<file path="src/hw/rtl/assert_macros.svh">
// ---------------------------------------------------------------------------
// assert_macros.svh
// assertion helpers shared by the window likelihood rtl, off under SYNTH
// ---------------------------------------------------------------------------
`ifndef ASSERT_MACROS_SVH
`define ASSERT_MACROS_SVH

`ifndef SYNTH
`define WLPA_ASSERT(lbl, prop, msg) \
    lbl: assert property (@(posedge clk) disable iff (!rst_n) prop) else $error(msg);
`define WLPA_NEVER(lbl, cond, msg) \
    lbl: assert property (@(posedge clk) disable iff (!rst_n) !(cond)) else $error(msg);
`else
`define WLPA_ASSERT(lbl, prop, msg)
`define WLPA_NEVER(lbl, cond, msg)
`endif

`endif

</file>
<file path="src/hw/rtl/wlpa_ram.sv">
// ---------------------------------------------------------------------------
// wlpa_ram
// simple dual port ram, one write and one registered read per cycle
// ---------------------------------------------------------------------------
module wlpa_ram #(
    parameter int WIDTH = 17,
    parameter int DEPTH = 289,
    parameter int AW    = $clog2(DEPTH)
) (
    input  logic             clk,
    input  logic             we,
    input  logic [AW-1:0]    waddr,
    input  logic [WIDTH-1:0] wdata,
    input  logic [AW-1:0]    raddr,
    output logic [WIDTH-1:0] rdata
);
    logic [WIDTH-1:0] mem_reg [DEPTH];
    logic [WIDTH-1:0] rdata_reg;

    always_ff @(posedge clk)
    begin
        if (we)
        begin
            mem_reg[waddr] <= wdata;
        end
        rdata_reg <= mem_reg[raddr];
    end

    assign rdata = rdata_reg;
endmodule

</file>
<file path="config.mk">
export PLATFORM = sky130hd
export DESIGN_NAME = wlpa_ram
export DESIGN_NICKNAME = d
export VERILOG_FILES = /design/src/hw/rtl/assert_macros.svh /design/src/hw/rtl/wlpa_ram.sv
export SDC_FILE = /design/constraint.sdc
export NUM_CORES = 2
export LEC_CHECK = 0
export BUFFER_PORTS_ARGS = -buffer_cell sky130_fd_sc_hd__buf_2
export CAP_MARGIN = 20
export CORE_MARGIN = 2
export CORE_UTILIZATION = 60
export CTS_CLUSTER_SIZE = 40
export DETAILED_ROUTE_END_ITERATION = 10
export PLACE_DENSITY = 0.76
export REMOVE_ABC_BUFFERS = 1
export SLEW_MARGIN = 25
export SYNTH_ARGS = -nofsm -noshare
export SYNTH_HDL_FRONTEND = slang
export SYNTH_MEMORY_MAX_BITS = 65536
export SYNTH_SLANG_ARGS = --single-unit
</file>
<file path="constraint.sdc">
create_clock -name clk -period 4.15 [get_ports clk]
set_input_delay 0.2075 -clock clk [delete_from_list [all_inputs] [get_ports clk]]
set_output_delay 0.2075 -clock clk [all_outputs]
set_load 0.01 [all_outputs]
</file>
# Word level (Yosys, flattened, before mapping)
# Memory sizes are Yosys's and may differ from the RTL's. A register that Yosys moved wholly into a read port is not among the register bits.
# Index checks and enable logic that the tools add are counted.
# W data, S select, Z words.
[totals]
regBits = 0
ram_bits = 4913
input_bits = 37
output_inout_bits = 17
word_cells = 3
mem_count = 1
[classes]
n_mux = 2
[memory_table]
columns = ["memory", "words", "word_bits", "rd", "rd_ports_with_merged_regs", "write_ports", "line", "rtl"]
rows = [
  ["mem_reg", 289, 17, 1, 1, 1, "wlpa_ram.sv:17", "logic [WIDTH-1:0] mem_reg [DEPTH];"],
]
[op_table]
columns = ["op", "count"]
rows = [
  ["$mux W1", 2],
]

# Logic depth before layout (Yosys ltp)
[logic_depth]
word_depth = 2
mapped_depth = 14
mapped_depth_nobuf = 7

# Worst setup path after synthesis
# OpenSTA, ideal clock, no wires.
[synth_path]
path_kind = "in2reg"
start = "input port raddr[0]"
end = "register rdata_reg[14] (netlist: rdata[14]) (read register of mem_reg)"
t_arrival_ns = 2.305
t_required_ns = 4.028
path_slack_ns = 1.723
path_stages = 8
n_path_buf = 3
cell_sequence = "buf_6 -> buf_4 -> buf_2 -> mux4_2 -> mux4_2 -> a22oi_1 -> a31oi_1 -> a221o_1"
[synth_rtl]
columns = ["item", "line", "rtl"]
rows = [
  ["start: declaration", "wlpa_ram.sv:14", "input logic [AW-1:0] raddr,"],
  ["end: declaration", "wlpa_ram.sv:18", "logic [WIDTH-1:0] rdata_reg;"],
]

==> metrics.md <==
| Metric | Value |
|---|---|
| Initial Utilization | 0.602 |
| Layout area overhead | 13.6% |
| Post-cts repair resize count | 0 |
| Postcts setup bufs | 0 |
| Hold_buf cts | 21 |
| Fin crit share | 0.930 |
| Max reg flops | 4913 |
| Non-Filler Instances | 13900 |
| Fin nets | 9308 |
| Hold path cells | 4 |
| Initial antenna violation count | 52 |
| WL final | 569 mm |
| Routed wire per std cell | 41.1 µm |
| Clk buf depth | 4 |
| H-tree depth | 5 |
| Hold Path Class | input pin to flop |
| CP startpoint kind | input pin |
| R2r startpoint | mem_reg[183][13] |
| Clock Tree Root | clkbuf_16 |
| Share of cells above drive strength 1 | 0.306 |
| Slew margin rel. | 0.128 |
| Max Fclk | 0.259 GHz |
| Placed Cells | 12900 |
| FF-to-FF path depth | 7 |
| Core area | 314000 µm² |
| Pwr Density | 477 nW/µm² |
| Post-Syn Area per Cell | 22.4 µm² |
| Via count | 101000 |
| Register area share after synthesis | 0.781 |
| Worst skew pair latency | 1.04 ns |
| Status | finished clean |
| Largest net degree at the start of global routing | 146 |
| Ys async rst share | 0 |
| Final Hold Fails | 0 |
| GRT Total Usage | 0.358 |
| Setup TNS Final | 0 ns |
| Synthesized area | 189000 µm² |
| DRC errors left | 0 |
| Post-synth EDFFs | 4913 |
| Fin crit period | 3.86 ns |
| Maximum vdd drop | 432 µV |
| # fillers | 18100 |
| Iter 0 DRT Violations | 19700 |
| Final setup skew | 0.0811 ns |
| Mapped Cells | 8437 |
| Setup violations, final | 0 |
| # IOs | 54 |
| Main combinational cell family by area after synthesis | multiplexers |
| Netlist cell types | 73 |
| Req. time, crit path | 5.00 ns |
| Antenna-violating nets left | 0 |
| Min-delay src | waddr[4] |
| XOR/XNOR share of the synthesized area | 0 |
| Final slew viol count | 0 |
| CTS tree | yes |
| Die height | 566 µm |
| Lkg Pwr | 68.0 nW |
| Arr. time, crit path | 4.71 ns |
| Worst-path fanout max | 32 |
| Vias per std cell | 7.29 |
| Nature of the critical path endpoint | flop |
| GRT Residual Overflow | 0 |
| Ys flop type | edfxtp_1 |
| Slew @ Worst Pin | 1.31 ns |
| Port buffer count | 53 |
| Die Wd | 566 µm |
| Hold EP | mem_reg[191][1] |
| Simple-Gate Fraction of Synth Area | 0.0186 |
| Mux contribution to synthesized area | 0.162 |
| Max_cap viols | 0 |
| Gpl congestion | 0.935 |
| Rows | 206 |
| DPL Wire Length | 338 mm |
| CTS sink cnt | 4930 |
| DRT Pass-1 Iters | 8 |
| CP Class | input pin to flop |
| Clock-pin slew of the registers on the worst-case setup and hold paths | 0.06 ns |
| Adder-Cell Fraction of Synth Area | 0 |
| RSZ-0062 raised after global routing | no |
| Vias in the first global route | 98900 |
| Reg2Reg Setup Slack | 0.64 ns |
| Die Area | 320000 µm² |
| Critical R2R Capture | rdata[13] |
| Fin util | 0.684 |
| Synth Area in Compound Gates | 0.0236 |
| Register bit total from synthesis | 4930 |
| Hold WS | 0.111 ns |
| First-pass GRT wire length | 784 mm |
| CTS buffer count | 464 |
| Synthesis Warnings | 0 |
worst max-delay path: stages:
cell and delay [ns]:
buf_4 0.31, nand3b_1 1.10, buf_4 0.50, o22ai_1 0.26
a211oi_1 0.17, a21oi_1 0.85, o211ai_1 0.26, nor2_1 0.71
o22ai_1 0.17
layout by cell type, fill, tap and decap left out, types with 17 or more instances in the layout:
cell and count:
nor3_1 48, a31oi_1 45, buf_12 92, nor2_1 215, buf_4 686, mux4_2 1219, o22ai_1 114, edfxtp_1 4913
a21oi_1 80, diode_2 40, a211oi_1 24, nand2_1 227, clkinv_2 79, clkbuf_16 468, nor2_2 197, a221oi_1 17
o21ai_0 111, a22oi_1 37, nand3_1 44, bufinv_16 39, mux2i_1 289, clkbuf_1 109, o221ai_1 103, dlygate4sd3_1 21
mux2_2 25, buf_2 31, clkinv_1 123, buf_8 19, dfxtp_1 17
synthesized netlist by cell type (6+ instances only):
library cell	number	area (µm²)
a2111oi_0	6	52.6
and3_1	7	43.8
a31oi_1	45	282
buf_1	37	139
nor3_1	49	245
o2111ai_1	6	52.6
o21ai_0	111	556
o311ai_0	6	52.6
o22ai_1	114	713
nor4_1	7	43.8
buf_2	106	531
a221oi_1	17	149
o22a_1	6	52.6
a32oi_1	6	52.6
nor2b_1	17	106
dfxtp_1	17	340
nor2_1	415	1560
a211oi_1	24	180
buf_4	92	691
edfxtp_1	4913	148000
a21oi_1	80	400
a22oi_1	37	278
nand4_1	9	56.3
a222oi_1	6	60.1
nand3_1	49	245
o221ai_1	103	902
nand2_1	241	905
o31ai_1	7	52.6
clkbuf_1	187	702
mux2_2	25	282
nand2b_1	11	68.8
buf_6	58	653
o32ai_1	14	123
mux4_2	1219	27500
mux2i_1	289	2890
o211ai_1	10	75.1
cell families after synthesis:
group           after synthesis
flops                      4930
buf+inv                     492
mux                        1533
simple gates                838
compound gates              644
per-stage QoR:
step                worst slack, ns  power, W  area, µm²
global placement            -0.0699    0.0613     200000
CTS                           0.932     0.102     215000
detailed placement           0.0368    0.0615     200000
finish                        0.289     0.103     215000
floorplan                     -1.02    0.0579     187000
global route                  0.762     0.104     215000
per-layer routing:
| layer | vias up | track usage | wire length (µm) |
|---|---|---|---|
| li1 | 37600 | - | - |
| met1 | 51800 | 0.469 | 179000 |
| met2 | 9742 | 0.530 | 257000 |
| met3 | 1961 | 0.120 | 91900 |
| met4 | 38 | 0.207 | 41700 |
| met5 | - | 0 | 245 |
report_power, final:
part	internal (W)	switching, W	leakage (nW)
registers	0.0548	0.000102	44.3
logic	0.00191	0.00389	16.5
clock network	0.0233	0.0186	7.20
total	0.0800	0.0226	68.0
how the worst max path moves through the flow:
stage             start   endpoint  slack, ns  cells after the start
3_3_place_gp   raddr[0]   rdata[1]      -0.07                     10
6_report       raddr[6]  rdata[13]       0.29                      9
2_1_floorplan  raddr[4]   rdata[4]      -1.02                      7
3_5_place_dp   raddr[0]   rdata[6]       0.04                     11
5_1_grt        raddr[0]  rdata[13]       0.76                     10
4_1_cts        raddr[6]  rdata[13]       0.93                      9
final cells by class:
type / count / area [µm²] / area share
antenna: 40 / 100 / 0.000466
clock buffer: 583 / 12200 / 0.0568
clock inverter: 279 / 2610 / 0.0121
inverter: 8 / 42.5 / 0.000198
multi-input combinational: 3015 / 39300 / 0.183
sequential: 4930 / 148000 / 0.688
tap: 4160 / 5200 / 0.0242
timing repair buffer: 852 / 7710 / 0.0359
(Power assumes the default switching activity.)
