**src/hw/rtl/assert_macros.svh**
```systemverilog
// ---------------------------------------------------------------------------
// assert_macros.svh
// assertion helpers shared by the window likelihood rtl, off under SYNTH
// ---------------------------------------------------------------------------
`ifndef ASSERT_MACROS_SVH
`define ASSERT_MACROS_SVH

`ifndef SYNTH
`define WLPA_ASSERT(lbl, prop, msg) \
    lbl: assert property (@(posedge clk) disable iff (!rst_n) prop) else $error(msg);
`define WLPA_NEVER(lbl, cond, msg) \
    lbl: assert property (@(posedge clk) disable iff (!rst_n) !(cond)) else $error(msg);
`else
`define WLPA_ASSERT(lbl, prop, msg)
`define WLPA_NEVER(lbl, cond, msg)
`endif

`endif

```
**src/hw/rtl/wlpa_out_fifo.sv**
```systemverilog
// ---------------------------------------------------------------------------
// wlpa_out_fifo
// small result queue between the scan stage and the output channel
// ---------------------------------------------------------------------------
`include "assert_macros.svh"

module wlpa_out_fifo #(
    parameter int WIDTH = 58,
    parameter int DEPTH = 4,
    parameter int PW    = $clog2(DEPTH),
    parameter int CW    = $clog2(DEPTH + 1)
) (
    input  logic             clk,
    input  logic             rst_n,
    input  logic             push,
    input  logic [WIDTH-1:0] push_data,
    output logic             pop_valid,
    input  logic             pop_ready,
    output logic [WIDTH-1:0] pop_data,
    output logic [CW-1:0]    count
);
    localparam logic [PW-1:0] LAST_PTR = PW'(DEPTH - 1);
    localparam logic [CW-1:0] FULL_CNT = CW'(DEPTH);

    logic [WIDTH-1:0] data_reg [DEPTH];
    logic [PW-1:0]    wr_ptr_reg;
    logic [PW-1:0]    wr_ptr_next;
    logic [PW-1:0]    rd_ptr_reg;
    logic [PW-1:0]    rd_ptr_next;
    logic [CW-1:0]    count_reg;
    logic [CW-1:0]    count_next;
    logic             pop;

    assign pop = pop_valid && pop_ready;

    always_comb
    begin
        wr_ptr_next = wr_ptr_reg;
        rd_ptr_next = rd_ptr_reg;
        count_next  = count_reg;
        if (push)
        begin
            wr_ptr_next = (wr_ptr_reg == LAST_PTR) ? '0 : wr_ptr_reg + PW'(1);
        end
        if (pop)
        begin
            rd_ptr_next = (rd_ptr_reg == LAST_PTR) ? '0 : rd_ptr_reg + PW'(1);
        end
        if (push && !pop)
        begin
            count_next = count_reg + CW'(1);
        end
        else if (pop && !push)
        begin
            count_next = count_reg - CW'(1);
        end
    end

    always_ff @(posedge clk or negedge rst_n)
    begin
        if (!rst_n)
        begin
            wr_ptr_reg <= '0;
            rd_ptr_reg <= '0;
            count_reg  <= '0;
        end
        else
        begin
            wr_ptr_reg <= wr_ptr_next;
            rd_ptr_reg <= rd_ptr_next;
            count_reg  <= count_next;
        end
    end

    always_ff @(posedge clk)
    begin
        if (push)
        begin
            data_reg[wr_ptr_reg] <= push_data;
        end
    end

    assign pop_valid = (count_reg != '0);
    assign pop_data  = data_reg[rd_ptr_reg];
    assign count     = count_reg;

    `WLPA_NEVER(a_fifo_overflow, push && !pop && count_reg == FULL_CNT, "result queue overflow")
endmodule

```
**config.mk**
```make
export PLATFORM = sky130hd
export DESIGN_NAME = wlpa_out_fifo
export DESIGN_NICKNAME = d
export VERILOG_FILES = /design/src/hw/rtl/wlpa_out_fifo.sv
export VERILOG_INCLUDE_DIRS = /design/src /design/src/hw/rtl
export SDC_FILE = /design/constraint.sdc
export NUM_CORES = 1
export LEC_CHECK = 0
export BUFFER_PORTS_ARGS = -buffer_cell sky130_fd_sc_hd__buf_4
export CORE_MARGIN = 2
export CORE_UTILIZATION = 61
export CTS_CLUSTER_DIAMETER = 150
export CTS_CLUSTER_SIZE = 8
export DETAILED_ROUTE_END_ITERATION = 16
export GPL_TIMING_DRIVEN = 0
export PLACE_DENSITY_LB_ADDON = 0.12
export SYNTH_ARGS = -nofsm -noshare
export SYNTH_HDL_FRONTEND = slang
export SYNTH_SLANG_ARGS = --single-unit
```
**constraint.sdc**
```tcl
create_clock -name clk -period 6.3 [get_ports clk]
set_input_delay 1.26 -clock clk [delete_from_list [all_inputs] [get_ports clk]]
set_output_delay 1.26 -clock clk [all_outputs]
set_load 0.005 [all_outputs]
```
# Word-level counts from Yosys, hierarchy flattened
# Memory sizes are Yosys's and may differ from the RTL's.
# Index checks and enable logic that the tools add are counted.
# W data, S select, Z words.
# op_classes
addsub	4
reduce_logical	7
mux	6
n_eq_ne	2
# op_table
op	count
$mux W3	2
$add A2 B1 Y2 const B	2
$eq A2 B2 Y1 const B	2
$mux W2	2
$add A3 B1 Y3 const B	1
$logic_and A1 B1 Y1	3
$reduce_bool A3 Y1	1
$sub A3 B1 Y3 const B	1
$logic_not A1 Y1	2
$mux W1	2
$reduce_bool A2 Y1	1
# word_totals
word_cells	23
output_inout_bits	62
regBits	7
ram_bits	232
mem_count	1
# memory_table
name	depth	word_bits	read_ports	rd_clocked_by_memory_dff	wr	line	rtl
data_reg	4	58	1	0	1	wlpa_out_fifo.sv:25	logic [WIDTH-1:0] data_reg [DEPTH];

# Depth between registers and ports, before layout
# logic_depth
ltp_word	5
mapped_depth	8

# Least setup slack after synthesis
# No wires, ideal clock.
# synth_path
path_type	input to register
startpoint	input push
endpoint	memory data_reg[0][0] (enable)
arrival_ns	2.633
n_path_buf	0
setup_ns	0.422
path_stages	1
t_required_ns	5.878
path_slack_ns	3.245
path_cell_list	and2_1
# synth_between
elab_chain_len	2
# synth_rtl
element	line	rtl
start: declaration	wlpa_out_fifo.sv:15	input logic push,
$mux W1	wlpa_out_fifo.sv:77	if (push)
$mux W1 (not written as such)	wlpa_out_fifo.sv:79	data_reg[wr_ptr_reg] <= push_data;
end: declaration	wlpa_out_fifo.sv:25	
# Every way passes these cells.

# Worst setup path in the final report
# layout_path
startpoint	register rd_ptr_reg[1]
endpoint	output pop_data[35]
# layout_between
elab_chain_len	1
# layout_rtl
element	line	rtl
start: declaration	wlpa_out_fifo.sv:28	logic [PW-1:0] rd_ptr_reg;
start signal: assignment	wlpa_out_fifo.sv:70	rd_ptr_reg <= rd_ptr_next;
$mem_v2 Z4 W58	--	
end: declaration	wlpa_out_fifo.sv:19	output logic [WIDTH-1:0] pop_data,
# Every way passes these cells.

==> report_table.html <==
<table>
<tr><th>Metric</th><th>Value</th></tr>
<tr><th colspan="2">Worst setup path</th></tr>
<tr><td>CP Capture Type</td><td>primary output</td></tr>
<tr><td>Depth of the worst register-to-register path</td><td>8</td></tr>
<tr><td>Critical path class</td><td>register to primary output</td></tr>
<tr><td>Source of the critical timing path</td><td>rd_ptr_reg[1]$_DFFE_PN0P_</td></tr>
<tr><td>Largest fanout on the critical path</td><td>10</td></tr>
<tr><td>FF-to-FF setup slack</td><td>4180 ps</td></tr>
<tr><td>Worst reg2reg endpoint</td><td>count[2]$_DFFE_PN0P_</td></tr>
<tr><td>Data arrival time of the worst path</td><td>1930 ps</td></tr>
<tr><td>Worst endpoint required time</td><td>5040 ps</td></tr>
<tr><td>Worst Setup EP</td><td>pop_data[35]</td></tr>
<tr><td>CP startpoint kind</td><td>register</td></tr>
<tr><td>Source of the worst register-to-register timing path</td><td>count[0]$_DFFE_PN0P_</td></tr>
<tr><th colspan="2">Route</th></tr>
<tr><td>Overall via count from detail_route</td><td>3,982</td></tr>
<tr><td>Residual DRC</td><td>0</td></tr>
<tr><td>Vias per std cell</td><td>5.71</td></tr>
<tr><td>First DRT Iteration DRCs</td><td>235</td></tr>
<tr><td>Post-Route WL</td><td>15,500 um</td></tr>
<tr><td>Average wire length per cell after detail routing</td><td>22.2 um</td></tr>
<tr><td>1st-pass router iterations</td><td>4</td></tr>
<tr><td>Post-detailed-route count of antenna-violating nets</td><td>0</td></tr>
<tr><th colspan="2">STA</th></tr>
<tr><td>Max_slew headroom</td><td>40.0%</td></tr>
<tr><td>Unrepaired setup endpoints after global routing</td><td>false</td></tr>
<tr><td>Number of hold violations in the final report</td><td>0</td></tr>
<tr><td>Fin crit share</td><td>50.6%</td></tr>
<tr><td>Final min period</td><td>3190 ps</td></tr>
<tr><td>Setup-failing EPs final</td><td>0</td></tr>
<tr><td>Tightest Pin Transition</td><td>900 ps</td></tr>
<tr><td>Achievable frequency</td><td>314 MHz</td></tr>
<tr><td>Setup Skew</td><td>10.1 ps</td></tr>
<tr><td>Number of max-slew violations in the final report</td><td>0</td></tr>
<tr><td>Setup Total Neg Slack</td><td>0 ps</td></tr>
<tr><th colspan="2">Global routing</th></tr>
<tr><td>Layer carrying the most global-route usage</td><td>met2</td></tr>
<tr><td>Wire length of the first global-routing pass</td><td>24,400 um</td></tr>
<tr><td>Vias in the first global route</td><td>4,422</td></tr>
<tr><td>Global-route total usage across every layer</td><td>21.1%</td></tr>
<tr><td>Met1 Use GR</td><td>27.5%</td></tr>
<tr><td>Met3 usage in global routing</td><td>6.10%</td></tr>
<tr><td>Number of antenna violations at the first check in global routing</td><td>0</td></tr>
<tr><td>Pin count of the biggest net entering global routing</td><td>59</td></tr>
<tr><td>GRT met2 Usage</td><td>34.8%</td></tr>
<tr><td>Global route overflow</td><td>0</td></tr>
<tr><th colspan="2">Pwr</th></tr>
<tr><td>Combinational share of power</td><td>28.4%</td></tr>
<tr><td>Sw Share</td><td>24.9%</td></tr>
<tr><td>Sw power</td><td>0.00130 W</td></tr>
<tr><td>VDD IR max</td><td>326 uV</td></tr>
<tr><td>Internal power</td><td>0.00393 W</td></tr>
<tr><td>Pwr/cell area</td><td>475 nW/um^2</td></tr>
<tr><td>Fraction of power consumed by the clock network</td><td>31.1%</td></tr>
<tr><td>Sequential cell fraction of total power</td><td>40.6%</td></tr>
<tr><td>Leak</td><td>3.86 nW</td></tr>
<tr><th colspan="2">Cells and area</th></tr>
<tr><td>Fillers</td><td>756</td></tr>
<tr><td>Fraction of layout cells with a size suffix above 1</td><td>47.2%</td></tr>
<tr><td>Count of nets after finishing</td><td>570</td></tr>
<tr><td>Number of flip-flops in the largest register</td><td>232</td></tr>
<tr><td>Antenna fix cells</td><td>0</td></tr>
<tr><td>P&amp;R area growth vs syn</td><td>24.3%</td></tr>
<tr><td>Post-layout util</td><td>76.6%</td></tr>
<tr><th colspan="2">CTS</th></tr>
<tr><td>H-tree levels</td><td>2</td></tr>
<tr><td>Post-CTS resize count</td><td>0</td></tr>
<tr><td>Number of buffers created by CTS</td><td>35</td></tr>
<tr><td>CTS root buf</td><td>sky130_fd_sc_hd__clkbuf_16</td></tr>
<tr><td>TritonCTS sink count</td><td>239</td></tr>
<tr><td>CTS hold repair buffers</td><td>0</td></tr>
<tr><td>CTS tree</td><td>built</td></tr>
<tr><td>Clk slew on worst S/H paths</td><td>50 ps</td></tr>
<tr><td>Clk buf depth</td><td>3</td></tr>
<tr><td>Insertion delay to the later sink of the worst-skew pair</td><td>480 ps</td></tr>
<tr><td>Setup Buffers After CTS</td><td>0</td></tr>
<tr><th colspan="2">Synth</th></tr>
<tr><td>Top cells by count, synth</td><td>sky130_fd_sc_hd__edfxtp_1 (232), sky130_fd_sc_hd__mux4_2 (58), sky130_fd_sc_hd__dfrtp_1 (7), sky130_fd_sc_hd__buf_12 (6), sky130_fd_sc_hd__ha_1 (6)</td></tr>
<tr><td>Biggest area contributors in the synthesized netlist</td><td>sky130_fd_sc_hd__edfxtp_1 (79%), sky130_fd_sc_hd__mux4_2 (15%), sky130_fd_sc_hd__dfrtp_1 (2.0%), sky130_fd_sc_hd__buf_12 (1.4%), sky130_fd_sc_hd__ha_1 (0.85%)</td></tr>
<tr><td>Avg Synthesized Cell Area</td><td>26.1 sq um</td></tr>
<tr><td>Most common flop cell mapped by yosys</td><td>sky130_fd_sc_hd__edfxtp_1</td></tr>
<tr><td>Sequential-to-total area share from yosys stat</td><td>80.6%</td></tr>
<tr><td>Number of cells produced by synthesis</td><td>340</td></tr>
<tr><td>Post-synth top area share</td><td>78.7%</td></tr>
<tr><td>Post-synth EDFFs</td><td>232</td></tr>
<tr><td>Most frequent cell after synthesis</td><td>sky130_fd_sc_hd__edfxtp_1</td></tr>
<tr><td>Register bit count reported by yosys</td><td>239</td></tr>
<tr><td>Synthesized net count</td><td>409</td></tr>
<tr><td>Synthesized cell area</td><td>8860 sq um</td></tr>
<tr><td>Number of distinct library cell variants in the gate-level netlist after synthesis</td><td>19</td></tr>
<tr><td>Largest area contributor in the netlist</td><td>sky130_fd_sc_hd__edfxtp_1</td></tr>
<tr><td>Total of warnings raised by yosys</td><td>0</td></tr>
<tr><td>Async set-or-reset flop fraction in the synthesized netlist</td><td>2.93%</td></tr>
<tr><th colspan="2">Place</th></tr>
<tr><td>DP HPWL</td><td>8560 um</td></tr>
<tr><td>Placer's final routability congestion estimate</td><td>0.685</td></tr>
<tr><td>Number of input and output port buffers inserted</td><td>123</td></tr>
<tr><th colspan="2">Floorplan</th></tr>
<tr><td>Area of the die</td><td>15,500 sq um</td></tr>
<tr><td>Die extent in y</td><td>125 um</td></tr>
<tr><td>Std cell rows</td><td>44</td></tr>
<tr><td>Number of I/O pins</td><td>124</td></tr>
<tr><td>Total core area</td><td>14,400 sq um</td></tr>
<tr><td>Initial core utilization</td><td>61.6%</td></tr>
<tr><td>Die Wd</td><td>125 um</td></tr>
<tr><th colspan="2">Run status</th></tr>
<tr><td>Status</td><td>finished, final reports clean</td></tr>
<tr><th colspan="2">Run</th></tr>
<tr><td>Max-Cap Viols</td><td>0</td></tr>
<tr><th colspan="2">Hold path</th></tr>
<tr><td>Hold path startpoint</td><td>count[2]$_DFFE_PN0P_</td></tr>
<tr><td>HP Class</td><td>register to register</td></tr>
</table>
## cell families (layout without fill, tap and decap cells)
kind of cell	after synthesis	count (layout)	share of synthesized area, %
buf+inv	17	190	2.06
simple gates	11	11	0.692
mux	61	61	15.1
compound gates	2	2	0.113
xor+xnor	3	3	0.297
flops	239	239	80.6
fa+ha+maj	7	7	1.07
## cell usage in the layout (no fill, tap or decap), types with 2 or more instances in the layout
cell type                   instances
sky130_fd_sc_hd__mux4_2            58
sky130_fd_sc_hd__nor2_1             3
sky130_fd_sc_hd__inv_1              3
sky130_fd_sc_hd__clkbuf_16         37
sky130_fd_sc_hd__clkbuf_1          12
sky130_fd_sc_hd__buf_4            125
sky130_fd_sc_hd__o21ai_0            2
sky130_fd_sc_hd__nand2_1            2
sky130_fd_sc_hd__buf_2              5
sky130_fd_sc_hd__edfxtp_1         232
sky130_fd_sc_hd__ha_1               6
sky130_fd_sc_hd__dfrtp_1            7
sky130_fd_sc_hd__xor2_1             2
sky130_fd_sc_hd__buf_12             7
sky130_fd_sc_hd__mux2_2             3
sky130_fd_sc_hd__and2_4             4
## worst min path at each step
stage,to,slack (ps),cells after the start
6_report,count[2]$_DFFE_PN0P_,530,1
5_1_grt,count[2]$_DFFE_PN0P_,540,1
4_1_cts,count[2]$_DFFE_PN0P_,520,1
3_5_place_dp,count[2]$_DFFE_PN0P_,490,1
3_3_place_gp,count[2]$_DFFE_PN0P_,480,1
2_1_floorplan,count[2]$_DFFE_PN0P_,490,1
## final cells by class
cell class / instances / area [sq um] / share of cell area, %
flip-flops and latches: 239 / 7140 / 64.9
well taps: 184 / 230 / 2.09
repair buffers: 124 / 943 / 8.57
plain buffers: 14 / 171 / 1.56
multi-input cells: 84 / 1540 / 14.0
inverters: 3 / 11.3 / 0.102
clock buffers: 49 / 971 / 8.82
## per-stage QoR
stage	setup slack [ps]	instance area, sq um	hold slack [ps]	std cells	power, W
after floorplan	3250	8860	485	340	0.00301
after CTS	3070	11000	516	697	0.00531
final	3110	11000	525	697	0.00523
after detailed placement	3600	10000	490	648	0.00366
after global routing	3030	11000	544	697	0.00548
after global placement	2030	10000	484	647	0.00364
## power groups by stage
stage          logic [W]  registers, W  clock network, W
3_5_place_dp     0.00151       0.00215                 0
5_1_grt          0.00160       0.00214           0.00173
2_1_floorplan   0.000875       0.00213                 0
6_report         0.00148       0.00212           0.00163
3_3_place_gp     0.00148       0.00215                 0
4_1_cts          0.00153       0.00213           0.00166
## worst max-delay path, stage by stage (launching register included)
cell and delay (ps):
sky130_fd_sc_hd__dfrtp_1 350, sky130_fd_sc_hd__buf_2 170, sky130_fd_sc_hd__buf_4 220, sky130_fd_sc_hd__buf_4 230
sky130_fd_sc_hd__mux4_2 330, sky130_fd_sc_hd__buf_4 160
## routing by layer
| metal | vias to the layer above | wire length (um) |
|---|---|---|
| met5 | - | 0 |
| met4 | 0 | 310 |
| met3 | 29 | 1000 |
| met2 | 139 | 7990 |
| met1 | 2048 | 6160 |
| li1 | 1766 | - |
(Power assumes the default switching activity.)
