<file path="src/hw/rtl/assert_macros.svh">
// ---------------------------------------------------------------------------
// assert_macros.svh
// assertion helpers shared by the window likelihood rtl, off under SYNTH
// ---------------------------------------------------------------------------
`ifndef ASSERT_MACROS_SVH
`define ASSERT_MACROS_SVH

`ifndef SYNTH
`define WLPA_ASSERT(lbl, prop, msg) \
    lbl: assert property (@(posedge clk) disable iff (!rst_n) prop) else $error(msg);
`define WLPA_NEVER(lbl, cond, msg) \
    lbl: assert property (@(posedge clk) disable iff (!rst_n) !(cond)) else $error(msg);
`else
`define WLPA_ASSERT(lbl, prop, msg)
`define WLPA_NEVER(lbl, cond, msg)
`endif

`endif

</file>
<file path="src/hw/rtl/wlpa_pkg.sv">
// ---------------------------------------------------------------------------
// wlpa_pkg
// shared constants, codes and types of the window likelihood product unit
// ---------------------------------------------------------------------------
package wlpa_pkg;

    localparam int HALF_WIDTH_DEF     = 8;
    localparam int PROB_FRAC_BITS_DEF = 16;
    localparam int CELL_W_DEF         = $clog2(2 * HALF_WIDTH_DEF + 1);
    localparam int PROB_W_DEF         = PROB_FRAC_BITS_DEF + 1;

    localparam int CENTRE_W   = 10;
    localparam int POS_W      = 12;
    localparam int COUNT_W    = 8;
    localparam int CFG_IDX_W  = 1;
    localparam int CFG_DATA_W = 10;

    localparam int OUT_DEPTH  = 4;
    localparam int OUT_CNT_W  = $clog2(OUT_DEPTH + 1);

    localparam logic [1:0] FUNC_CLEAR = 2'd0;
    localparam logic [1:0] FUNC_ACC   = 2'd1;
    localparam logic [1:0] FUNC_SCORE = 2'd2;

    localparam logic [CFG_IDX_W-1:0] REG_CENTRE_X = 1'b0;
    localparam logic [CFG_IDX_W-1:0] REG_CENTRE_Y = 1'b1;

    localparam logic [COUNT_W-1:0] COUNT_MAX = '1;

    typedef enum logic [0:0] {
        SW_RUN,
        SW_CLEAR
    } sweep_state_t;

    typedef struct packed {
        logic busy;
        logic wr_en;
    } sweep_ctl_t;

endpackage

</file>
<file path="src/hw/rtl/wlpa_sweep.sv">
// ---------------------------------------------------------------------------
// wlpa_sweep
// walks every cell address once to load 1.0 after reset or a clear item
// ---------------------------------------------------------------------------
`include "assert_macros.svh"

module wlpa_sweep #(
    parameter int DEPTH = 289,
    parameter int AW    = $clog2(DEPTH)
) (
    input  logic                 clk,
    input  logic                 rst_n,
    input  logic                 start,
    output wlpa_pkg::sweep_ctl_t ctl,
    output logic [AW-1:0]        addr
);
    import wlpa_pkg::*;

    localparam logic [AW-1:0] LAST_ADDR = AW'(DEPTH - 1);

    sweep_state_t  state_reg;
    sweep_state_t  state_next;
    logic [AW-1:0] cnt_reg;
    logic [AW-1:0] cnt_next;

    always_ff @(posedge clk or negedge rst_n)
    begin
        if (!rst_n)
        begin
            state_reg <= SW_CLEAR;
            cnt_reg   <= '0;
        end
        else
        begin
            state_reg <= state_next;
            cnt_reg   <= cnt_next;
        end
    end

    always_comb
    begin
        state_next = state_reg;
        cnt_next   = cnt_reg;
        unique case (state_reg)
            SW_RUN:
            begin
                cnt_next = '0;
                if (start)
                begin
                    state_next = SW_CLEAR;
                end
            end
            SW_CLEAR:
            begin
                cnt_next = cnt_reg + AW'(1);
                if (cnt_reg == LAST_ADDR)
                begin
                    state_next = SW_RUN;
                    cnt_next   = '0;
                end
            end
            default:
            begin
                state_next = SW_RUN;
            end
        endcase
    end

    always_comb
    begin
        ctl.busy  = 1'b0;
        ctl.wr_en = 1'b0;
        unique case (state_reg)
            SW_RUN:
            begin
                ctl.busy  = 1'b0;
                ctl.wr_en = 1'b0;
            end
            SW_CLEAR:
            begin
                ctl.busy  = 1'b1;
                ctl.wr_en = 1'b1;
            end
            default:
            begin
                ctl.busy  = 1'b0;
                ctl.wr_en = 1'b0;
            end
        endcase
    end

    assign addr = cnt_reg;

    `WLPA_ASSERT(a_sweep_full, (ctl.busy && cnt_reg != LAST_ADDR) |=> ctl.busy, "sweep ended early")
endmodule

</file>
<file path="config.mk">
export PLATFORM = sky130hd
export DESIGN_NAME = wlpa_sweep
export DESIGN_NICKNAME = d
export VERILOG_FILES = /design/src/hw/rtl/wlpa_pkg.sv /design/src/hw/rtl/wlpa_sweep.sv
export VERILOG_INCLUDE_DIRS = /design/src /design/src/hw/rtl
export SDC_FILE = /design/constraint.sdc
export NUM_CORES = 1
export LEC_CHECK = 0
export BUFFER_PORTS_ARGS = -buffer_cell sky130_fd_sc_hd__buf_4
export CORE_AREA = 4 4 41 43
export DETAILED_ROUTE_END_ITERATION = 16
export DIE_AREA = 0 0 45 47
export SLEW_MARGIN = 10
export SYNTH_ARGS = -nofsm -noshare
export SYNTH_HDL_FRONTEND = slang
export SYNTH_SLANG_ARGS = --single-unit
</file>
<file path="constraint.sdc">
create_clock -name clk -period 1.77 [get_ports clk]
set_clock_uncertainty 0.2 [all_clocks]
set_input_delay 0.177 -clock clk [delete_from_list [all_inputs] [get_ports clk]]
set_output_delay 0.177 -clock clk [all_outputs]
set_load 0.02 [all_outputs]
</file>
# [After elaboration in Yosys (flattened, before gate mapping)]
# Index checks and enable logic that the tools add are counted.
[classes] add_sub_neg=1 mul=0 div_mod_pow=0 order_cmp=0 n_eq_ne=1 shift=0 mux=6 n_bitwise=1 reduce_logical=0
[ops] operator="9-bit case mux with 2 select lines" n=1
[ops] operator="9-bit by 1-bit adder with 9-bit output, second input constant" n=1
[ops] operator="9-bit equality test, second input constant" n=1
[ops] operator="9-bit two-way mux" n=1
[ops] operator="2-bit case mux with 2 select lines" n=1
[ops] operator="1-bit two-way mux" n=2
[ops] operator="1-bit case mux with 2 select lines" n=1
[ops] operator="1-bit NOT" n=1
[totals] ff_bits=10 latchBits=0 ramBits=0 mem_bits_ro=0 input_bits=3 out_inout_bits=11 elab_cells=11 mem_count=0

# [Logic depth before layout (Yosys ltp)]
# Gate-level depths: netlist of run 1.
[depth] word_depth=3 mapped_depth=5 ltp_nobuf=5

# [Worst setup path after synthesis of run 1]
# Ideal clock, no wire load.
[synth_path] path_kind="reg2reg" from="register cnt_reg[2] (netlist: addr[2])" to="register cnt_reg[2] (netlist: addr[2])" setup_time_ns=0.140 arrival_time_ns=1.528 path_slack_ns=-0.098 path_stages_with_launch=4 n_path_buf=0 synth_period_minus_slack_ns=1.868 cell_sequence="dfrtp_1 -> or4b_4 -> o41ai_4 -> nor2_1"
[synth_via] elab_chain_cells=3 word_cells_on_any_way=4 cone_classes="add/sub: 1; eq/ne: 1; mux: 2"
[synth_rtl] element="start, declared" line_no="wlpa_sweep.sv:23" text="logic [AW-1:0] cnt_reg;"
[synth_rtl] element="start signal, assigned" line_no="wlpa_sweep.sv:36" text="cnt_reg <= cnt_next;"
[synth_rtl] element="9-bit by 1-bit adder with 9-bit output / 9-bit equality test (equally long branches)" line_no="wlpa_sweep.sv:55, wlpa_sweep.sv:56"
[synth_rtl] element="9-bit two-way mux *" line_no="wlpa_sweep.sv:56" text="if (cnt_reg == LAST_ADDR)"
[synth_rtl] element="9-bit case mux with 2 select lines *" line_no="wlpa_sweep.sv:44" text="unique case (state_reg)"
[synth_rtl] element="net cnt_next[2]" line_no="wlpa_sweep.sv:24" text="logic [AW-1:0] cnt_next;"
# Mark *: on every way through the listed nets, which the timed path passes. The rest lies on a longest branch.

# [Worst setup path after layout of run 1]
[layout_path] from="register cnt_reg[6] (netlist: addr[6])" to="register cnt_reg[2] (netlist: addr[2])"
[layout_via] elab_chain_cells=3
[layout_rtl] element="9-bit equality test" line_no="wlpa_sweep.sv:56"
[layout_rtl] element="9-bit two-way mux" line_no="wlpa_sweep.sv:56"
[layout_rtl] element="9-bit case mux with 2 select lines" line_no="wlpa_sweep.sv:44"
[layout_rtl] element="net cnt_next[2]" line_no="wlpa_sweep.sv:24"
# The timed path passes the listed nets, and every way through them passes these cells.

==> results of run 1 <==
per-layer routing:
metal  global-route usage [%]  share of wire (%)  wire (microns)
met5                        0                  0               0
met4                     3.51                  0               0
met3                     2.68                4.6              49
met2                     18.4                 47             497
met1                     16.0                 49             521
per-stage QoR:
stage / hold WS, ps / total power, mW / utilization, % / area [sq um]
6_report: 81.4 / 0.448 / 54.4 / 708
5_1_grt: 112 / 0.462 / 54.4 / 708
4_1_cts: 87.1 / 0.448 / 54.1 / 704
3_5_place_dp: -187 / 0.241 / 49.8 / 648
3_3_place_gp: -183 / 0.242 / 49.8 / 648
2_1_floorplan: -319 / 0.233 / - / 513
layout by cell type, fill, tap and decap left out, drive strengths merged:
cell type	n
nand4	1
and2	1
a21oi	4
o41ai	1
xnor2	2
dlygate4sd3	2
nor2	4
o21ai	5
or3	4
nand3	4
nand2	3
inv	4
dfstp	1
buf	18
dfrtp	9
xor2	1
ha	2
or4b	1
clkbuf	4
area by class of cell:
cell class                      instances  area share, %
Tap cell                               15           2.65
Inverter                                4           2.12
Timing Repair Buffer                   20           22.4
Multi-Input combinational cell         33           31.8
Clock buffer                            4           5.12
Sequential cell                        10           35.9
cell families (layout without fill, tap and decap cells):
kind of cell / after synthesis / in the layout
AO/OA/AOI/OAI: 10 / 10
XOR/XNOR: 3 / 3
adder cells (fa/ha/maj): 2 / 2
buffers and inverters: 7 / 28
flip-flops: 10 / 10
AND/OR/NAND/NOR: 18 / 18
power breakdown:
part | internal, mW | switching (mW)
clock network | 0.125 | 0.0831
logic | 0.00591 | 0.00581
registers | 0.228 | 0
worst paths after layout:
path	start	to	slack [ps]	cells past startpoint
max	addr[6]	addr[2]	50	4
min	rst_n	addr[1]	80	2
max reg2reg	addr[6]	addr[2]	50	4
min reg2reg	addr[0]	addr[0]	300	1
max in group asynchronous	rst_n	state_reg	1060	2
min in group clk	addr[0]	addr[0]	300	1
repair_timing:
| action | 4_1_cts | 5_1_grt |
|---|---|---|
| resized for setup | 0 | 1 |
| setup buffers | 0 | 0 |
| setup endpoints to repair | 0 | 8 |
| hold buffers | 2 | 0 |
| endpoints found under the hold margin | 11 | 0 |
==> summary.md, run 1 <==
| Metric | Value |
|---|---|
| Outcome | finished clean |
| Crit path kind | reg -> reg |
| Crit path max fanout | 9 |
| Count of cell types in the netlist | 19 |
| Top_reg_cell synth | dfrtp_1 |
| Drc violations | 0 |
| Max Cap Viol | 0 |
| Non-filler instance count after layout | 86 |
| GPL Wtd Cong | between 0.7 and 0.8 |
| Vias per inst | approximately 5.0 |
| Post-synthesis simple-gate area fraction | a little under a fifth |
| Max-slew violations | 0 |
| Startpoint types | register |
| Starting density of the core | between 30 and 40% |
| Bufs and invs on worst path | 1 |
| Die Width | around 45 microns |
| Max reg flops | 9 |
| CP max-delay cell | or4b_4 |
| Most common cell in the netlist | dfrtp_1 |
| GR Overflow Total | 0 |
| Pin count of the biggest net entering global routing | 11 |
| Chip height | 47 microns |
| Post-Synth XOR/XNOR Area | between 5 and 6% |
| Complex-gate fraction of the synthesized area | between 10% and 20% |
| CTS tree | built |
| Data arrival, critical path | 1670 ps |
| Sum Neg Setup Slack | 0 ps |
| Final Hold Viols | 0 |
| Lkg Pwr | 0.329 nW |
| Share of cells above drive strength 1 | about two fifths |
| Relative slew slack | between 80% and 90% |
| Clock root cell | clkbuf_4 |
| Gr usage total | between 10% and 20% |
| Vias | ~430 |
| Top cell type's share of synthesized area | roughly 44% |
| Htree depth | 1 |
| Ys async rst share | 100% |
| Area growth from synthesis to final layout | 38.7% |
| Initial antenna violation count | 0 |
| RSZ-0062 raised after global routing | yes |
| Vias in the first global route | about 400 |
| Mapped Nets | 55 |
| Synthesized area | just over 500 sq um |
| Seq cells post-synth | 10 |
| Dpl ws | slightly above 40 ps |
| Placed insts | 80 |
| EDFF count, synth | 0 |
| Total iterations of the first detailed-routing run | 4 |
| PwrDens | 632 mW/mm^2 |
| Crit-path leading delay family | simple AND/OR/NAND/NOR gates |
| Final wirelength | between 1000 and 1500 microns |
| Worst Hold Class | in -> async |
| Worst skew pair latency | between 200 and 300 ps |
| # diodes | 0 |
| Total CTS buffers | 3 |
| Max Freq | roughly 580 MHz |
| Fillers | 134 |
| Crit-path cells | or4b_4, o41ai_4, buf_6, nor2_1 |
| CP Capture Type | register |
| Crit path required time | between 1500 and 2000 ps |
| Yosys top cell by area | dfrtp_1 |
| Final min period | roughly 1700 ps |
| Final ANT Viol Nets | 0 |
| Final period util | between 90% and 100% |
| First-iteration detailed-routing DRC count | 2 |
| Final setup fails | 0 |
| CTS Sinks | 10 |
| Die area | 0.00212 sq mm |
| Routed WL per cell | roughly 12 microns |
| Adder-Cell Fraction of Synth Area | 4.90% |
| Cell row count | 13 |
| Sequential share of the synthesized area | 49.3% |
| Least-Margin Pin Slew | about 300 ps |
| Port buffer count | 13 |
| Layout Nets | 77 |
| Register area | 254 sq um |
| Synth area leaders | dfrtp_1, o41ai_4, dfstp_2 |
| Syn Inst Count | 50 |
| Portion of netlist area occupied by mux cells | 0% |
| Clock transition at path regs | ~70 ps |
| Worst setup margin | 51.0 ps |
| Area of the multi-input gates | around 230 sq um |
| Ys Warns | 0 |
| Core Region | 0.00130 sq mm |
| Max stage delay on crit path | approximately 550 ps |
| Max Root-Sink Buffers | 2 |
| Detailed placement HPWL | 788 microns |
| Ports | 14 |
| Combinational family with the most area after synthesis | simple AND/OR/NAND/NOR gates |
| First-pass GRT wire length | between 1500 and 2000 microns |
| Synthesized area per cell | 10.2 sq um |
| Peak supply drop | around 0.35 mV |
Power figures use the tool's default switching activity.
==> run 2: changes to the inputs <==
--- a/config.mk
+++ b/config.mk
@@ -8,8 +8,10 @@
 export LEC_CHECK = 0
 export BUFFER_PORTS_ARGS = -buffer_cell sky130_fd_sc_hd__buf_4
 export CORE_AREA = 4 4 41 43
+export CTS_CLUSTER_SIZE = 10
 export DETAILED_ROUTE_END_ITERATION = 16
 export DIE_AREA = 0 0 45 47
+export MAX_ROUTING_LAYER = met4
 export SLEW_MARGIN = 10
 export SYNTH_ARGS = -nofsm -noshare
 export SYNTH_HDL_FRONTEND = slang
==> summary.md, run 2 (synthesis results as in run 1) <==
| Metric | Value |
|---|---|
| Outcome | finished clean |
| Drc violations | 0 (unchanged) |
| Clock root cell | clkbuf_4 |
| Hold_ws | 81.5 ps (+0.155 ps) |
| Final wirelength | 1070 microns (about the same) |
| Vias in the first global route | 402 (unchanged) |
| Routed WL per cell | 12.4 microns (about the same) |
| Pin count of the biggest net entering global routing | 11 (unchanged) |
| CTS tree | built |
| Part of the power in combinational logic | 2.6% (about the same) |
| Area growth from synthesis to final layout | 38.7% (unchanged) |
| Ports | 14 (unchanged) |
| CTS Sinks | 10 (unchanged) |
| Crit path kind | reg -> reg |
| Reg2reg path depth | 4 (unchanged) |
| Share of cells above drive strength 1 | 39.4% (unchanged) |
| Sum Neg Setup Slack | 0 ps (unchanged) |
| GPL Wtd Cong | 0.709 (+1.1%) |
| Worst setup margin | 50.7 ps (-0.325 ps) |
| Die Width | 45 microns (unchanged) |
| Gr usage total | 12.0% (+0.38 points) |
| Vias per inst | 5.03 (+0.23%) |
| R2R Setup Slk | 50 ps (about the same) |
| Max Freq | 582 MHz (about the same) |
| Data arrival, critical path | 1670 ps (about the same) |
| Sw Share | 19.8% (-0.032 points) |
| Final ANT Viol Nets | 0 (unchanged) |
| Critical path launch point | addr[6] |
| R2R Path End | addr[2] |
| Commonest non-fill, non-tap cell in the layout | buf_4 |
| Die area | 0.00212 sq mm (unchanged) |
| CP Capture Type | register |
| GR Overflow Total | 0 (unchanged) |
| Detailed placement HPWL | 788 microns (unchanged) |
| Setup Fix Bufs, Post-CTS | 0 (unchanged) |
| Clock network fraction of total power | 46.4% (about the same) |
| Max-slew violations | 0 (unchanged) |
| Peak supply drop | 0.353 mV (-0.17%) |
| First-iteration detailed-routing DRC count | 2 (unchanged) |
| Internal | 0.359 mW (about the same) |
| Setup crit end | addr[2] |
| Non-filler instance count after layout | 86 (unchanged) |
| Vias | 433 (+0.23%) |
| NetSw | 0.0887 mW (-0.20%) |
| Cell row count | 13 (unchanged) |
| Most frequent cells in the layout | buf_4, dfrtp_1 |
| Chip height | 47 microns (unchanged) |
| Crit path required time | 1730 ps (about the same) |
| Post-route cell area | 708 sq um (unchanged) |
| R2r startpoint | addr[6] |
| Port buffer count | 13 (unchanged) |
| Worst Hold Class | in -> async |
| Layout Nets | 77 (unchanged) |
| Relative slew slack | 80.1% (-0.19 points) |
| Total iterations of the first detailed-routing run | 4 (unchanged) |
| Total Power | 0.448 mW (about the same) |
| Crit path max fanout | 9 (unchanged) |
| Placed insts | 80 (unchanged) |
| Max Root-Sink Buffers | 2 (unchanged) |
| First-pass GRT wire length | 1760 microns (unchanged) |
| Least-Margin Pin Slew | 299 ps (+2.85 ps) |
| Max reg flops | 9 (unchanged) |
| Initial antenna violation count | 0 (unchanged) |
| Final Hold Viols | 0 (unchanged) |
| Lkg Pwr | 0.329 nW (unchanged) |
| PwrDens | 632 mW/mm^2 (about the same) |
| Max Cap Viol | 0 (unchanged) |
| Total CTS buffers | 3 (unchanged) |
| Startpoint types | register |
| Starting density of the core | 39.2% (unchanged) |
| Final period util | 97.1% (about the same) |
| Final setup fails | 0 (unchanged) |
| Final min period | 1720 ps (+0.325 ps) |
| Dpl ws | 41.0 ps (unchanged) |
| # diodes | 0 (unchanged) |
| RSZ-0062 raised after global routing | yes |
| Layout Utilization | 54.4% (unchanged) |
| Htree depth | 1 (unchanged) |
| Worst skew pair latency | 260 ps (about the same) |
| Clock transition at path regs | 70 ps (about the same) |
| Core Region | 0.00130 sq mm (unchanged) |
| Placed cell areas | 648 sq um (unchanged) |
| Sequential power share | 51.0% (about the same) |
-- run 2: cell counts in the layout (fill, tap and decap cells not counted) --
Identical to the previous run, type by type.
-- run 2: cell type report --
cell class                      instances  area (sq um)
Fill cell                             134           593
Tap cell                               15          18.8
Clock buffer                            4          36.3
Multi-Input combinational cell         33           225
Inverter                                4          15.0
Sequential cell                        10           254
Timing Repair Buffer                   20           159
-- run 2: what timing repair did --
item | 4_1_cts | 5_1_grt
hold buffers | 2 | 0
setup endpoints to repair | 0 | 8
gates resized for setup | 0 | 1
hold endpoints to repair | 11 | 0
-- run 2: layer usage --
layer | GRT usage, % | routed length [microns]
met5 | - | 0
met3 | 2.68 | 49
met1 | 16.2 | 528
met4 | 3.51 | 0
met2 | 18.1 | 489
-- run 2: how the worst min path moves through the flow --
stage	end	from
after floorplan	addr[0]	rst_n
after global placement	addr[1]	rst_n
after detailed placement	addr[1]	rst_n
after CTS	addr[1]	rst_n
after global routing	addr[0]	rst_n
final	addr[1]	rst_n
-- run 2: power by group through the flow --
stage | Combinational, mW | Clock (mW) | Sequential (mW)
floorplan | 0.000621 | 0 | 0.233
global placement | 0.00872 | 0 | 0.233
detailed placement | 0.00850 | 0 | 0.233
CTS | 0.0121 | 0.207 | 0.228
global route | 0.0135 | 0.220 | 0.228
finish | 0.0117 | 0.208 | 0.228
-- run 2: critical path: stages, from the launching register on --
cell and delay, ps:
dfrtp_2 410, or4b_4 550, o41ai_4 230, buf_6 180, nor2_1 50
==> run 3: changes to the inputs <==
--- a/config.mk
+++ b/config.mk
@@ -12,6 +12,7 @@
 export DETAILED_ROUTE_END_ITERATION = 16
 export DIE_AREA = 0 0 45 47
 export MAX_ROUTING_LAYER = met4
+export PLACE_DENSITY = 0.75
 export SLEW_MARGIN = 10
 export SYNTH_ARGS = -nofsm -noshare
 export SYNTH_HDL_FRONTEND = slang
==> summary.md, run 3 (synthesis results as in run 1) <==
| Metric | Value |
|---|---|
| Max Freq | 580 MHz (-0.33%) |
| First-iteration detailed-routing DRC count | 7 (+5) |
| Outcome | finished clean |
| Post-route cell area | 698 sq um (-1.4%) |
| First-pass GRT wire length | 1920 microns (+9.0%) |
| Max Root-Sink Buffers | 2 (unchanged) |
| Clock root cell | clkbuf_4 |
| Setup Fix Bufs, Post-CTS | 0 (unchanged) |
| Non-filler instance count after layout | 86 (unchanged) |
| Drc violations | 0 (unchanged) |
| Reg2reg path depth | 4 (unchanged) |
| Least-Margin Pin Slew | 310 ps (+10.4 ps) |
| Starting density of the core | 39.2% (unchanged) |
| Most frequent cells in the layout | buf_4, dfrtp_1 |
| Total iterations of the first detailed-routing run | 4 (unchanged) |
| # diodes | 0 (unchanged) |
| Port buffer count | 13 (unchanged) |
| Worst Hold Class | in -> async |
| Vias | 425 (-1.8%) |
| Data arrival, critical path | 1650 ps (-20 ps) |
| Share of cells above drive strength 1 | 38.0% (-1.4 points) |
| Final Hold Viols | 0 (unchanged) |
| Final min period | 1730 ps (+5.72 ps) |
| Final setup fails | 0 (unchanged) |
| R2R Path End | addr[7] |
| Relative slew slack | 79.4% (-0.69 points) |
| Total CTS buffers | 3 (unchanged) |
| Cell row count | 13 (unchanged) |
| Initial antenna violation count | 0 (unchanged) |
| CP Capture Type | register |
| Gr usage total | 13.3% (+1.3 points) |
| Htree depth | 1 (unchanged) |
| Worst setup margin | 44.9 ps (-5.72 ps) |
| Vias per inst | 4.94 (-1.8%) |
| Max Cap Viol | 0 (unchanged) |
| Final wirelength | 1100 microns (+3.0%) |
| Commonest non-fill, non-tap cell in the layout | buf_4 |
| Fillers | 121 (-9.7%) |
| Die Width | 45 microns (unchanged) |
| GPL Wtd Cong | 0.757 (+6.9%) |
| Routed WL per cell | 12.8 microns (+3.0%) |
| Max-slew violations | 0 (unchanged) |
| Crit path max fanout | 9 (unchanged) |
| Detailed placement HPWL | 814 microns (+3.3%) |
| Sum Neg Setup Slack | 0 ps (unchanged) |
| R2r startpoint | addr[2] |
| PwrDens | 573 mW/mm^2 (-9.3%) |
| CTS tree | built |
| Startpoint types | register |
| Lkg Pwr | 0.323 nW (-1.8%) |
| Total Power | 0.400 mW (-11%) |
| Peak supply drop | 0.394 mV (+11%) |
| R2R Setup Slk | 40 ps (about the same) |
| Layout Nets | 77 (unchanged) |
| Ports | 14 (unchanged) |
| Area growth from synthesis to final layout | 36.8% |
| Worst skew pair latency | 260 ps (about the same) |
| Chip height | 47 microns (unchanged) |
| Placed cell areas | 648 sq um (unchanged) |
| GR Overflow Total | 0 (unchanged) |
| Vias in the first global route | 432 (+7.5%) |
| CTS Sinks | 10 (unchanged) |
| Crit path kind | reg -> reg |
| Final ANT Viol Nets | 0 (unchanged) |
| Pin count of the biggest net entering global routing | 11 (unchanged) |
| Crit path required time | 1700 ps (-30 ps) |
| Max reg flops | 9 (unchanged) |
| Placed insts | 80 (unchanged) |
| Die area | 0.00212 sq mm (unchanged) |
| Clock transition at path regs | 70 ps (about the same) |
| Core Region | 0.00130 sq mm (unchanged) |
| RSZ-0062 raised after global routing | no |
| Dpl ws | 30.4 ps (-10.5 ps) |
| Final period util | 97.5% (+0.32 points) |
[run 3: cell counts in the layout (fill, tap and decap cells not counted)]
No cell type changed its count.
[run 3: critical path: stages (launching register included)]
cell	delay, ps
dfrtp_2	410
or4b_4	520
o41ai_4	220
buf_6	180
a21oi_1	60
[run 3: stage by stage]
stage,util (%),hold WS [ps]
after floorplan,-,-319
after global placement,49.8,-189
after global routing,53.7,102
after detailed placement,49.8,-185
after CTS,53.4,82.4
final,53.7,118
[run 3: routing by layer]
| layer | global-route usage (%) | share of wire (%) | vias up |
|---|---|---|---|
| li1 | - | - | 213 |
| met1 | 16.1 | 45 | 201 |
| met2 | 22.0 | 50 | 11 |
| met3 | 3.45 | 4.9 | 0 |
| met4 | 3.51 | 0 | 0 |
| met5 | - | 0 | - |
[run 3: final cells by class]
| cell class | count | area [sq um] | area share (%) |
|---|---|---|---|
| sequential | 10 | 254 | 36.4 |
| tap | 15 | 18.8 | 2.69 |
| clock buffer | 4 | 26.3 | 3.76 |
| timing repair buffer | 20 | 159 | 22.8 |
| multi-input combinational | 33 | 225 | 32.3 |
| inverter | 4 | 15.0 | 2.15 |
[run 3: how the worst max path moves through the flow]
stage	start	to	slack, ps	depth (start not counted)
after global routing	addr[2]	addr[7]	5	4
after global placement	addr[6]	addr[5]	70	4
final	addr[2]	addr[7]	40	4
after floorplan	addr[2]	addr[2]	-60	3
after CTS	addr[2]	addr[7]	20	4
after detailed placement	addr[6]	addr[7]	30	4
[run 3: report_power, final]
part / switching [mW] / internal [mW]
combinational: 0.00604 / 0.00592
clock: 0.0730 / 0.0866
sequential: 0 / 0.229
total: 0.0791 / 0.321
[run 3: timing repair]
item | CTS | global route
hold endpoints to repair | 11 | 0
hold buffers | 2 | 0
setup endpoints to repair | 0 | 4
resized for setup | 0 | 1
